## src/rtl/abpp_pkg.sv

```systemverilog
// Shared types, constants and arithmetic helpers for the alpha blend pixel packer.
package abpp_pkg;

  localparam int CH_W       = 8;
  localparam int PIX_W      = 32;
  localparam int POS_W      = 5;
  localparam int WID_W      = 4;
  localparam int PROD_W     = 16;
  localparam int RECIP_W    = 18;
  localparam int RECIP_SH   = 17;
  localparam int CFG_ADDR_W = 3;
  localparam int CFG_DATA_W = 5;
  localparam int NUM_CH     = 3;
  localparam int NUM_STG    = 6;

  typedef struct packed {
    logic [POS_W-1:0] pos;
    logic [WID_W-1:0] width;
  } chan_cfg_t;

  typedef enum logic [CFG_ADDR_W-1:0] {
    REG_RED_POS   = 3'd0,
    REG_RED_WID   = 3'd1,
    REG_GREEN_POS = 3'd2,
    REG_GREEN_WID = 3'd3,
    REG_BLUE_POS  = 3'd4,
    REG_BLUE_WID  = 3'd5
  } cfg_reg_t;

  localparam logic [WID_W-1:0] MAX_WID = 4'd8;
  localparam logic [POS_W-1:0] RED_POS_RST   = 5'd16;
  localparam logic [POS_W-1:0] GREEN_POS_RST = 5'd8;
  localparam logic [POS_W-1:0] BLUE_POS_RST  = 5'd0;
  localparam logic [WID_W-1:0] WID_RST       = 4'd8;

  // full-scale code of a channel, 0 for a zero-width channel
  function automatic logic [CH_W-1:0] max_code(input logic [WID_W-1:0] w);
    logic [WID_W-1:0] n;
    logic [CH_W:0]    m;
    n = (w > MAX_WID) ? MAX_WID : w;
    m = (9'd1 << n) - 9'd1;
    return m[CH_W-1:0];
  endfunction

  // floor(2^17 / maxv) for the supported full-scale codes
  function automatic logic [RECIP_W-1:0] recip(input logic [CH_W-1:0] maxv);
    logic [RECIP_W-1:0] r;
    unique case (maxv)
      8'd1:    r = 18'd131072;
      8'd3:    r = 18'd43690;
      8'd7:    r = 18'd18724;
      8'd15:   r = 18'd8738;
      8'd31:   r = 18'd4228;
      8'd63:   r = 18'd2080;
      8'd127:  r = 18'd1032;
      8'd255:  r = 18'd514;
      default: r = '0;
    endcase
    return r;
  endfunction

  // exact x / 255 for x below 65280
  function automatic logic [CH_W-1:0] div255(input logic [PROD_W-1:0] x);
    logic [PROD_W:0] t;
    t = {1'b0, x} + {9'd0, x[PROD_W-1:CH_W]} + 17'd1;
    return t[PROD_W-1:CH_W];
  endfunction

endpackage

```

## src/rtl/abpp_cfg.sv

```systemverilog
// Channel layout register file written through the configuration port.
module abpp_cfg (
  input  logic                            clk,
  input  logic                            rst,
  input  logic                            cfg_valid,
  output logic                            cfg_ready,
  input  logic [abpp_pkg::CFG_ADDR_W-1:0] cfg_addr,
  input  logic [abpp_pkg::CFG_DATA_W-1:0] cfg_data,
  output abpp_pkg::chan_cfg_t             red_cfg,
  output abpp_pkg::chan_cfg_t             green_cfg,
  output abpp_pkg::chan_cfg_t             blue_cfg
);
  import abpp_pkg::*;

  assign cfg_ready = 1'b1;

  always_ff @(posedge clk) begin
    if (rst) begin
      red_cfg   <= '{pos: RED_POS_RST,   width: WID_RST};
      green_cfg <= '{pos: GREEN_POS_RST, width: WID_RST};
      blue_cfg  <= '{pos: BLUE_POS_RST,  width: WID_RST};
    end else if (cfg_valid) begin
      unique case (cfg_addr)
        REG_RED_POS:   red_cfg.pos     <= cfg_data;
        REG_RED_WID:   red_cfg.width   <= cfg_data[WID_W-1:0];
        REG_GREEN_POS: green_cfg.pos   <= cfg_data;
        REG_GREEN_WID: green_cfg.width <= cfg_data[WID_W-1:0];
        REG_BLUE_POS:  blue_cfg.pos    <= cfg_data;
        REG_BLUE_WID:  blue_cfg.width  <= cfg_data[WID_W-1:0];
        default: ;
      endcase
    end
  end

endmodule

```

## src/rtl/abpp_chan.sv

```systemverilog
// One color channel: unpack and widen, blend, scale for repack (stages 1 to 5).
module abpp_chan (
  input  logic                          clk,
  input  logic [abpp_pkg::NUM_STG-1:1]  en,
  input  abpp_pkg::chan_cfg_t           cfg,
  input  logic [abpp_pkg::CH_W-1:0]     src_ch,
  input  logic [abpp_pkg::CH_W-1:0]     alpha,
  input  logic [abpp_pkg::PIX_W-1:0]    dst,
  output logic [abpp_pkg::PROD_W-1:0]   scaled
);
  import abpp_pkg::*;

  logic [CH_W-1:0]   maxv;
  logic [PIX_W-1:0]  dst_sh;
  logic [CH_W-1:0]   raw;
  logic [PROD_W-1:0] x_c;
  logic [PROD_W+RECIP_W-1:0] prod;
  logic [PROD_W-1:0] qm;
  logic [PROD_W-1:0] rem;
  logic [CH_W-1:0]   d_c;
  logic [PROD_W-1:0] num_c;
  logic [CH_W-1:0]   v_c;

  logic [CH_W-1:0]   s1_src, s2_src, s3_src;
  logic [CH_W-1:0]   s1_alpha, s2_alpha, s3_alpha;
  logic [PROD_W-1:0] s1_x, s2_x;
  logic [CH_W-1:0]   s2_q;
  logic [CH_W-1:0]   s3_d;
  logic [PROD_W-1:0] s4_num;

  assign maxv   = max_code(cfg.width);
  assign dst_sh = dst >> cfg.pos;
  assign raw    = dst_sh[CH_W-1:0] & maxv;
  assign x_c    = {raw, 8'h00} - {8'h00, raw};

  // reciprocal estimate is exact or one low
  assign prod = {{RECIP_W{1'b0}}, s1_x} * {{PROD_W{1'b0}}, recip(maxv)};

  assign qm  = {8'h00, s2_q} * {8'h00, maxv};
  assign rem = s2_x - qm;
  assign d_c = (maxv == '0) ? '0 :
               (rem >= {8'h00, maxv}) ? s2_q + 8'd1 : s2_q;

  assign num_c = {8'h00, s3_src} * {8'h00, s3_alpha}
               + {8'h00, s3_d} * {8'h00, 8'hFF - s3_alpha};

  assign v_c = div255(s4_num);

  always_ff @(posedge clk) begin
    if (en[1]) begin
      s1_src   <= src_ch;
      s1_alpha <= alpha;
      s1_x     <= x_c;
    end
    if (en[2]) begin
      s2_src   <= s1_src;
      s2_alpha <= s1_alpha;
      s2_x     <= s1_x;
      s2_q     <= prod[RECIP_SH+CH_W-1:RECIP_SH];
    end
    if (en[3]) begin
      s3_src   <= s2_src;
      s3_alpha <= s2_alpha;
      s3_d     <= d_c;
    end
    if (en[4]) begin
      s4_num <= num_c;
    end
    if (en[5]) begin
      scaled <= {8'h00, v_c} * {8'h00, maxv} + 16'd127;
    end
  end

endmodule

```

## src/rtl/alpha_blend_pixel_packer_top.sv

```systemverilog
// Accepted inputs pass the stage registers in order to out_valid; output stalls hold them.
// Throughput: one item per cycle; each stage holds when the stage after it is full and stalled.
// Stages: unpack, reciprocal multiply, widen correction, blend, rescale, pack.
// Reset clears all stage valid bits and loads the default 8:8:8 layout at bits 16/8/0.
// Top level of the alpha blend pixel packer.
module alpha_blend_pixel_packer_top (
  input  logic                            clk,
  input  logic                            rst,
  input  logic                            in_valid,
  output logic                            in_ready,
  input  logic [abpp_pkg::PIX_W-1:0]      source_argb,
  input  logic [abpp_pkg::PIX_W-1:0]      dest_packed,
  output logic                            out_valid,
  input  logic                            out_ready,
  output logic [abpp_pkg::PIX_W-1:0]      result_packed,
  output logic                            write_enable,
  input  logic                            cfg_valid,
  output logic                            cfg_ready,
  input  logic [abpp_pkg::CFG_ADDR_W-1:0] cfg_addr,
  input  logic [abpp_pkg::CFG_DATA_W-1:0] cfg_data
);
  import abpp_pkg::*;

  chan_cfg_t red_cfg, green_cfg, blue_cfg;

  logic [NUM_STG:1]  vld;
  logic [NUM_STG:1]  rdy;
  logic [PIX_W-1:0]  dst_pipe [1:NUM_STG-1];
  logic              zero_pipe [1:NUM_STG-1];
  logic [PROD_W-1:0] r_scaled, g_scaled, b_scaled;
  logic [PIX_W-1:0]  r_part, g_part, b_part;

  abpp_cfg u_cfg (
    .clk       (clk),
    .rst       (rst),
    .cfg_valid (cfg_valid),
    .cfg_ready (cfg_ready),
    .cfg_addr  (cfg_addr),
    .cfg_data  (cfg_data),
    .red_cfg   (red_cfg),
    .green_cfg (green_cfg),
    .blue_cfg  (blue_cfg)
  );

  always_comb begin
    rdy[NUM_STG] = !vld[NUM_STG] || out_ready;
    for (int k = NUM_STG - 1; k >= 1; k--) begin
      rdy[k] = !vld[k] || rdy[k+1];
    end
  end

  assign in_ready  = rdy[1];
  assign out_valid = vld[NUM_STG];

  always_ff @(posedge clk) begin
    if (rst) begin
      vld <= '0;
    end else begin
      if (rdy[1]) begin
        vld[1] <= in_valid;
      end
      for (int k = 2; k <= NUM_STG; k++) begin
        if (rdy[k]) begin
          vld[k] <= vld[k-1];
        end
      end
    end
  end

  always_ff @(posedge clk) begin
    if (rdy[1]) begin
      dst_pipe[1]  <= dest_packed;
      zero_pipe[1] <= (source_argb[31:24] == 8'h00);
    end
    for (int k = 2; k <= NUM_STG - 1; k++) begin
      if (rdy[k]) begin
        dst_pipe[k]  <= dst_pipe[k-1];
        zero_pipe[k] <= zero_pipe[k-1];
      end
    end
  end

  abpp_chan u_red (
    .clk    (clk),
    .en     (rdy[NUM_STG-1:1]),
    .cfg    (red_cfg),
    .src_ch (source_argb[23:16]),
    .alpha  (source_argb[31:24]),
    .dst    (dest_packed),
    .scaled (r_scaled)
  );

  abpp_chan u_green (
    .clk    (clk),
    .en     (rdy[NUM_STG-1:1]),
    .cfg    (green_cfg),
    .src_ch (source_argb[15:8]),
    .alpha  (source_argb[31:24]),
    .dst    (dest_packed),
    .scaled (g_scaled)
  );

  abpp_chan u_blue (
    .clk    (clk),
    .en     (rdy[NUM_STG-1:1]),
    .cfg    (blue_cfg),
    .src_ch (source_argb[7:0]),
    .alpha  (source_argb[31:24]),
    .dst    (dest_packed),
    .scaled (b_scaled)
  );

  // bits shifted past the top of the pixel drop out
  assign r_part = {24'h000000, div255(r_scaled)} << red_cfg.pos;
  assign g_part = {24'h000000, div255(g_scaled)} << green_cfg.pos;
  assign b_part = {24'h000000, div255(b_scaled)} << blue_cfg.pos;

  always_ff @(posedge clk) begin
    if (rdy[NUM_STG]) begin
      result_packed <= zero_pipe[NUM_STG-1] ? dst_pipe[NUM_STG-1]
                                            : (r_part | g_part | b_part);
      write_enable  <= !zero_pipe[NUM_STG-1];
    end
  end

endmodule

```

## config.mk

```make
export PLATFORM = sky130hd
export DESIGN_NAME = alpha_blend_pixel_packer_top
export DESIGN_NICKNAME = d
export VERILOG_FILES = /design/src/rtl/abpp_pkg.sv /design/src/rtl/abpp_cfg.sv /design/src/rtl/abpp_chan.sv /design/src/rtl/alpha_blend_pixel_packer_top.sv
export SDC_FILE = /design/constraint.sdc
export NUM_CORES = 2
export LEC_CHECK = 0
export BUFFER_PORTS_ARGS = -buffer_cell sky130_fd_sc_hd__clkbuf_2
export CAP_MARGIN = 10
export CORE_UTILIZATION = 60
export DETAILED_ROUTE_END_ITERATION = 8
export PLACE_DENSITY_LB_ADDON = 0.3
export SYNTH_ARGS = -nofsm -noshare
export SYNTH_HDL_FRONTEND = slang
export SYNTH_HIERARCHICAL = 1
export SYNTH_SLANG_ARGS = --single-unit
```

## constraint.sdc

```tcl
create_clock -name clk -period 11.45 [get_ports clk]
set_clock_uncertainty 0.1 [all_clocks]
set_input_delay 0.5725 -clock clk [delete_from_list [all_inputs] [get_ports clk]]
set_output_delay 0.5725 -clock clk [all_outputs]
set_load 0.05 [all_outputs]
```

# Word-level counts from Yosys, hierarchy flattened
# Memory sizes are Yosys's and may differ from the RTL's.
# Index checks and enable logic that the tools add are counted.
word_totals:
  reg_bits: 402
  ram_bits: 165
  input_bits: 77
  output_inout_bits: 36
  wordCells: 185
  n_memories: 2
op_classes:
  n_addsub: 31
  multipliers: 15
  magnitude_cmp: 6
  eq_ne: 29
  shifts: 9
  muxes: 20
  bitwise_logic: 5
  n_reduce_logical: 24
mem_list:
  columns: ["name", "depth", "word_bits", "rd", "rd_ports_with_merged_regs", "wr", "line", "source"]
  rows:
  - ["dst_pipe", 5, 32, 5, 0, 5, "alpha_blend_pixel_packer_top.sv:28", "logic [PIX_W-1:0] dst_pipe [1:NUM_STG-1];"]
  - ["zero_pipe", 5, 1, 5, 0, 5, "alpha_blend_pixel_packer_top.sv:29", "logic zero_pipe [1:NUM_STG-1];"]
ops:
  columns: ["op", "n"]
  rows:
  - ["$pmux W18 S8", 3]
  - ["$mul A8 B8 Y16", 12]
  - ["$add A16 B1 Y16 const B", 6]
  - ["$add A16 B8 Y16", 6]
  - ["$shl A8 B5 Y32", 3]
  - ["$shr A32 B5 Y8", 3]
  - ["$mul A16 B18 Y25", 3]
  - ["$or A32 B32 Y32", 2]
  - ["$add A16 B16 Y16", 3]
  - ["$add A16 B7 Y16 const B", 3]
  - ["$ge A16 B8 Y1", 3]
  - ["$sub A16 B16 Y16", 3]
  - ["$sub A16 B8 Y16", 3]
  - ["$logic_not A8 Y1", 4]
  - ["$mux W32", 1]
  - ["$add A8 B1 Y8 const B", 3]
  - ["$and A8 B8 Y8", 3]
  - ["$eq A8 B1 Y1 const B", 3]
  - ["$eq A8 B2 Y1 const B", 3]
  - ["$eq A8 B3 Y1 const B", 3]
  - ["$eq A8 B4 Y1 const B", 3]
  - ["$eq A8 B5 Y1 const B", 3]
  - ["$eq A8 B6 Y1 const B", 3]
  - ["$eq A8 B7 Y1 const B", 3]
  - ["15 further kinds", 54]

# Logic depth before layout (Yosys ltp)
depth:
  word_depth: 9
  ltp_mapped: 36

# Hierarchy
# Netlist, hierarchy kept.
modules_own_cells:
  columns: ["module", "n_inst", "cells_per_inst", "area_per_inst_um2", "seq_area_each_um2"]
  rows:
  - ["abpp_chan (u_green)", 1, 2165, 21493.1, 3843.7]
  - ["abpp_chan (u_red)", 1, 2155, 21281.7, 3843.7]
  - ["abpp_chan (u_blue)", 1, 2139, 21246.6, 3843.7]
  - ["alpha_blend_pixel_packer_top", 1, 861, 10312.4, 6065.8]
  - ["abpp_cfg", 1, 104, 1124.8, 540.5]

# Worst setup path before layout
# Ideal clock, no wire load.
synth_path:
  path_type: "register -> register"
  startpoint: "register u_cfg/blue_cfg[3] (netlist name)"
  endpoint: "register u_blue.s2_q[7], data pin"
  setup_ns: 0.258
  arrival_time_ns: 8.059
  required_time_ns: 11.092
  path_slack_ns: 3.033
  stages_incl_launch_ff: 34
  n_path_buf: 5
  synth_period_minus_slack_ns: 8.417
  cell_sequence: "dfxtp_1 > buf_2 > or2_1 > buf_2 > or3_1 > clkbuf_1 > clkbuf_1 > ha_1 > clkbuf_1 > nor3_1 > a21o_1 > a32o_1 > clkinv_1 > nor3_1 > or2_0 > nand2_1 > fa_1 > fa_1 > inv_1 > fa_1 > fa_1 > fa_1 > inv_1 > fa_1 > inv_1 > ha_1 > nand3_1 > or3_1 > o211ai_1 > o2111ai_1 > a31oi_1 > a21oi_1 > o21bai_1 > xnor2_1"
synth_via:
  elab_chain_len: 7
synth_rtl:
  columns: ["element", "line", "source"]
  rows:
  - ["$gt A4 B4 Y1", "abpp_pkg.sv:40", "n = (w > MAX_WID) ? MAX_WID : w;"]
  - ["$mux W4 (*)", "abpp_pkg.sv:40", null]
  - ["$shl A1 B4 Y8 (*)", "abpp_pkg.sv:41", "m = (9'd1 << n) - 9'd1;"]
  - ["$sub A8 B1 Y8 (*)", "abpp_pkg.sv:41", null]
  - ["$eq A8 B8 Y1, or another cell as far along", "abpp_pkg.sv:48", "unique case (maxv)"]
  - ["$pmux W18 S8 (*)", "abpp_pkg.sv:48", null]
  - ["$mul A16 B18 Y25 (*)", "abpp_chan.sv:37", "assign prod = {{RECIP_W{1'b0}}, s1_x} * {{PROD_W{1'b0}}, recip(maxv)};"]
  - ["named net u_blue.prod[24]", "abpp_chan.sv:17", "logic [PROD_W+RECIP_W-1:0] prod;"]
  - ["to (signal assigned)", "abpp_chan.sv:59", "s2_q <= prod[RECIP_SH+CH_W-1:RECIP_SH];"]
  - ["to (decl)", "abpp_chan.sv:27", "logic [CH_W-1:0] s2_q;"]
# Mark *: on every way through the listed nets, which the timed path passes. The rest lies on a longest branch.
# A chain may end at the register's enable or synchronous reset.

# Worst setup path after layout
layout_path:
  startpoint: "register u_cfg/blue_cfg[3] (netlist name)"
  endpoint: "register u_blue.s2_q[7], data pin"
layout_via:
  elab_chain_len: 7
layout_rtl:
  columns: ["element", "line"]
  rows:
  - ["$gt A4 B4 Y1", "abpp_pkg.sv:40"]
  - ["$mux W4 (*)", "abpp_pkg.sv:40"]
  - ["$shl A1 B4 Y8 (*)", "abpp_pkg.sv:41"]
  - ["$sub A8 B1 Y8 (*)", "abpp_pkg.sv:41"]
  - ["$eq A8 B8 Y1, or another cell as far along", "abpp_pkg.sv:48"]
  - ["$pmux W18 S8 (*)", "abpp_pkg.sv:48"]
  - ["$mul A16 B18 Y25 (*)", "abpp_chan.sv:37"]
  - ["named net u_blue.prod[24]", "abpp_chan.sv:17"]
# Marked as above.

==> results.txt <==
----------------------------------------------------
[Cells and area]
  Synth-to-Final Area Change ... 6.08%
  Final core utilization ... 0.644
  Leading cell types in the layout, fill and taps excluded ... sky130_fd_sc_hd__inv_1, sky130_fd_sc_hd__fa_1, sky130_fd_sc_hd__ha_1, sky130_fd_sc_hd__nand2_1, sky130_fd_sc_hd__edfxtp_1
  Finished Cell Area ... between 80000 and 90000 sq um
  Most common cell after layout, fill and taps aside ... sky130_fd_sc_hd__inv_1
  Post-layout nets ... between 9000 and 10000
  Share of post-route cells with drive strength above 1 ... 0.0683

[Placed design]
  Placer Congestion ... approximately 0.97
  Sum of net half-perimeters after detailed placement ... roughly 150000 um
  Port Buf Inserts ... 111
  Total placed instance area ... approximately 77000 sq um
  Post-place setup slack ... approximately 1.8 ns

[Run]
  Max-capacitance violation count ... 0

[Drt]
  Wire length per cell after detailed routing ... approximately 21 um
  Via density per instance ... roughly 5.9
  Number of antenna-violating nets in the routed design ... 0
  Detailed Route WL ... around 190000 um
  Final routed DRC violation total ... 0
  Vias ... 54000
  Detailed-routing iteration count for the pre-antenna-repair pass ... 9
  Detailed Route Iter0 Violations ... approximately 4800

[CTS]
  Clock network latency to the later pin of the worst-skew pair ... roughly 0.70 ns
  Number of buffers inserted to repair setup after CTS ... 0
  Maximum buffer depth of the clock tree ... 3
  Clk sink count ... a little over 600
  Number of buffers created by CTS ... 70
  Maximum level of the CTS H-tree ... 3
  Cell at the root of the clock tree ... sky130_fd_sc_hd__clkbuf_16
  Clk pin slew, worst setup/hold paths ... around 0.060 ns
  Clock tree from TritonCTS ... done

[Logic synthesis]
  Top flip-flop cell by instance count after synthesis ... sky130_fd_sc_hd__edfxtp_1
  Synthesized netlist cell count ... 7424
  Share of synthesized area occupied by flip-flops and latches ... 0.240
  Post-synthesis async set-or-reset flop share ... 0
  Number of flops mapped to enable cells by yosys ... 582
  Yosys cell types ... 132
  Netlist area before placement ... about 75000 sq um
  Post-Synthesis Net Count ... 9226
  Synthesized area per cell ... 10.2 sq um
  Register bit count reported by yosys ... 615
  Number of synthesis warnings ... 6

[STA]
  Number of hold violations in the final report ... 0
  Fraction of the cycle the final worst path needs ... 0.857
  Final setup violation count ... 0
  RSZ-0062 raised after global routing ... no
  Tightest slew margin relative to the limit ... 0.277
  Worst Slack Setup Final ... between 1.5 and 2 ns
  Clock period minus final worst setup slack ... 9.82 ns
  Max Fclk ... just over 100 MHz
  Sum of negative setup slack ... 0 ns
  Slew of the pin with the lowest slew margin ... between 1 and 1.5 ns
  Number of pins exceeding their max-slew limit in the final report ... 0

[Die]
  Standard-cell row count ... roughly 130
  X dimension of the die ... about 360 um
  # IOs ... approximately 110
  Vert. Die Dim ... 357 um
  Initial cell density of the core ... 0.607
  Std-Cell Core Area ... 124000 sq um
  Floorplan die area ... approximately 130000 sq um

[Setup path]
  Critical Path RT ... between 10 and 15 ns
  Slowest cell delay on critical path ... 0.79 ns
  Category of the worst setup path capture point ... register
  Type of origin of the critical path ... register
  Arrival time reported for the critical path endpoint ... 10.13 ns
  Cell type with the highest occurrence count on the critical path ... sky130_fd_sc_hd__fa_1
  CP max-delay cell ... sky130_fd_sc_hd__dfxtp_1
  Critical path class ... reg2reg
  Setup slack of the most critical reg-to-reg path ... roughly 1.6 ns
  Critical path fanouts, max ... 20

[Hold path]
  Worst hold path class ... in2reg

[Global route]
  Maximum number of pins on one net before global-route repair ... between 90 and 100
  Via count of the first global-routing pass ... around 56000
  Antenna violations before repair ... 20
  Global-route wire length before repair ... between 300000 and 400000 um
  GRT Total Usage ... 0.314
  GR Overflow Total ... 0

[Status]
  Run status ... finished, final reports clean

----------------------------------------------------
==> worst max-delay path, delay by kind of cell, from the launching register on <==
family	cells	cell delay (ns)
adder cells (fa/ha/maj)	8	4.01
AND/OR/NAND/NOR	7	2.15
AO/OA/AOI/OAI	7	1.53
buffers and inverters	5	0.86
flip-flops	1	0.79
XOR/XNOR	1	0.08
==> per-layer routing <==
| layer | GRT usage | vias to the layer above | wire (um) |
|---|---|---|---|
| met3 | 0.0488 | 481 | 15400 |
| met4 | 0.129 | 8 | 8240 |
| li1 | - | 24200 | - |
| met2 | 0.506 | 2317 | 91000 |
| met5 | 0 | - | 48 |
| met1 | 0.426 | 26900 | 80000 |
==> repair_timing <==
action	4_1_cts	5_1_grt
gates resized for setup	0	0
hold buffers	24	0
endpoints found under the hold margin	24	0
setup endpoints to repair	0	0
==> cell families (layout without fill, tap and decap cells) <==
| kind of cell | Yosys count | count (layout) | synth area share |
|---|---|---|---|
| buffers and inverters | 1668 | 1714 | 0.0845 |
| xor gates and xnor gates | 236 | 236 | 0.0276 |
| AOI/OAI and AO/OA | 813 | 813 | 0.0753 |
| and+or+nand+nor | 2135 | 2135 | 0.145 |
| DFF | 615 | 615 | 0.240 |
| muxes | 228 | 228 | 0.0455 |
| adders and majority gates | 1725 | 1725 | 0.382 |
| other | 4 | 19 | 0.000199 |
==> final cells by class <==
cell class,count,area (sq um)
antenna,15,37.5
clock buffer,86,1840
clock inverter,41,542
fill,9947,44200
inverter,1407,5280
multi-input combinational,5141,51000
sequential,615,18100
tap,1637,2050
timing repair buffer,180,1150
==> per-stage QoR <==
step | cells | hold slack (ns)
3_5_place_dp | 8955 | 0.305
4_1_cts | 9106 | 0.0410
5_1_grt | 9120 | 0.0710
2_1_floorplan | 7424 | 0.300
3_3_place_gp | 8955 | 0.301
6_report | 9122 | 0.0904
==> Yosys cell counts (all sizes together) (43+ instances only) <==
cell / n / area share
buf: 51 / 0.0041
and3: 49 / 0.0041
o21ai: 127 / 0.0086
inv: 1398 / 0.070
nor2b: 200 / 0.017
clkbuf: 210 / 0.010
nor3: 77 / 0.0054
and2: 354 / 0.029
a211oi: 53 / 0.0055
fa: 960 / 0.25
xor2: 67 / 0.0078
nand3: 83 / 0.0056
or2: 70 / 0.0058
a21oi: 192 / 0.013
o21a: 49 / 0.0049
nand2b: 176 / 0.015
ha: 765 / 0.13
o211ai: 43 / 0.0045
mux2i: 111 / 0.015
mux4: 84 / 0.025
nor2: 365 / 0.018
xnor2: 168 / 0.019
a21o: 68 / 0.0068
edfxtp: 582 / 0.23
nand2: 621 / 0.031
==> sequential cells by signal (all words and copies together), names as in the netlist, 16 cells and up <==
signal	count
dst_pipe	160
result_packed	32
u_blue/s1_x	16
u_blue/s2_x	16
u_blue/s4_num	16
u_blue/scaled	16
u_green/s1_x	16
u_green/s2_x	16
u_green/s4_num	16
u_green/scaled	16
u_red/s1_x	16
u_red/s2_x	16
u_red/s4_num	16
u_red/scaled	16
==> path summary, 6_finish.rpt <==
| check | start | endpoint | cells past startpoint |
|---|---|---|---|
| worst min register to register | dst_pipe[0][110] | dst_pipe[0][142] | 0 |
| worst min-delay path | cfg_data[4] | u_cfg/red_cfg[8] | 3 |
| worst max register to register | u_cfg/blue_cfg[3] | u_blue/s2_q[7] | 28 |
| worst max-delay path | u_cfg/blue_cfg[3] | u_blue/s2_q[7] | 28 |
Power is not shown: default switching activity piles up to over one toggle a cycle in this logic, so the estimate is an artifact.
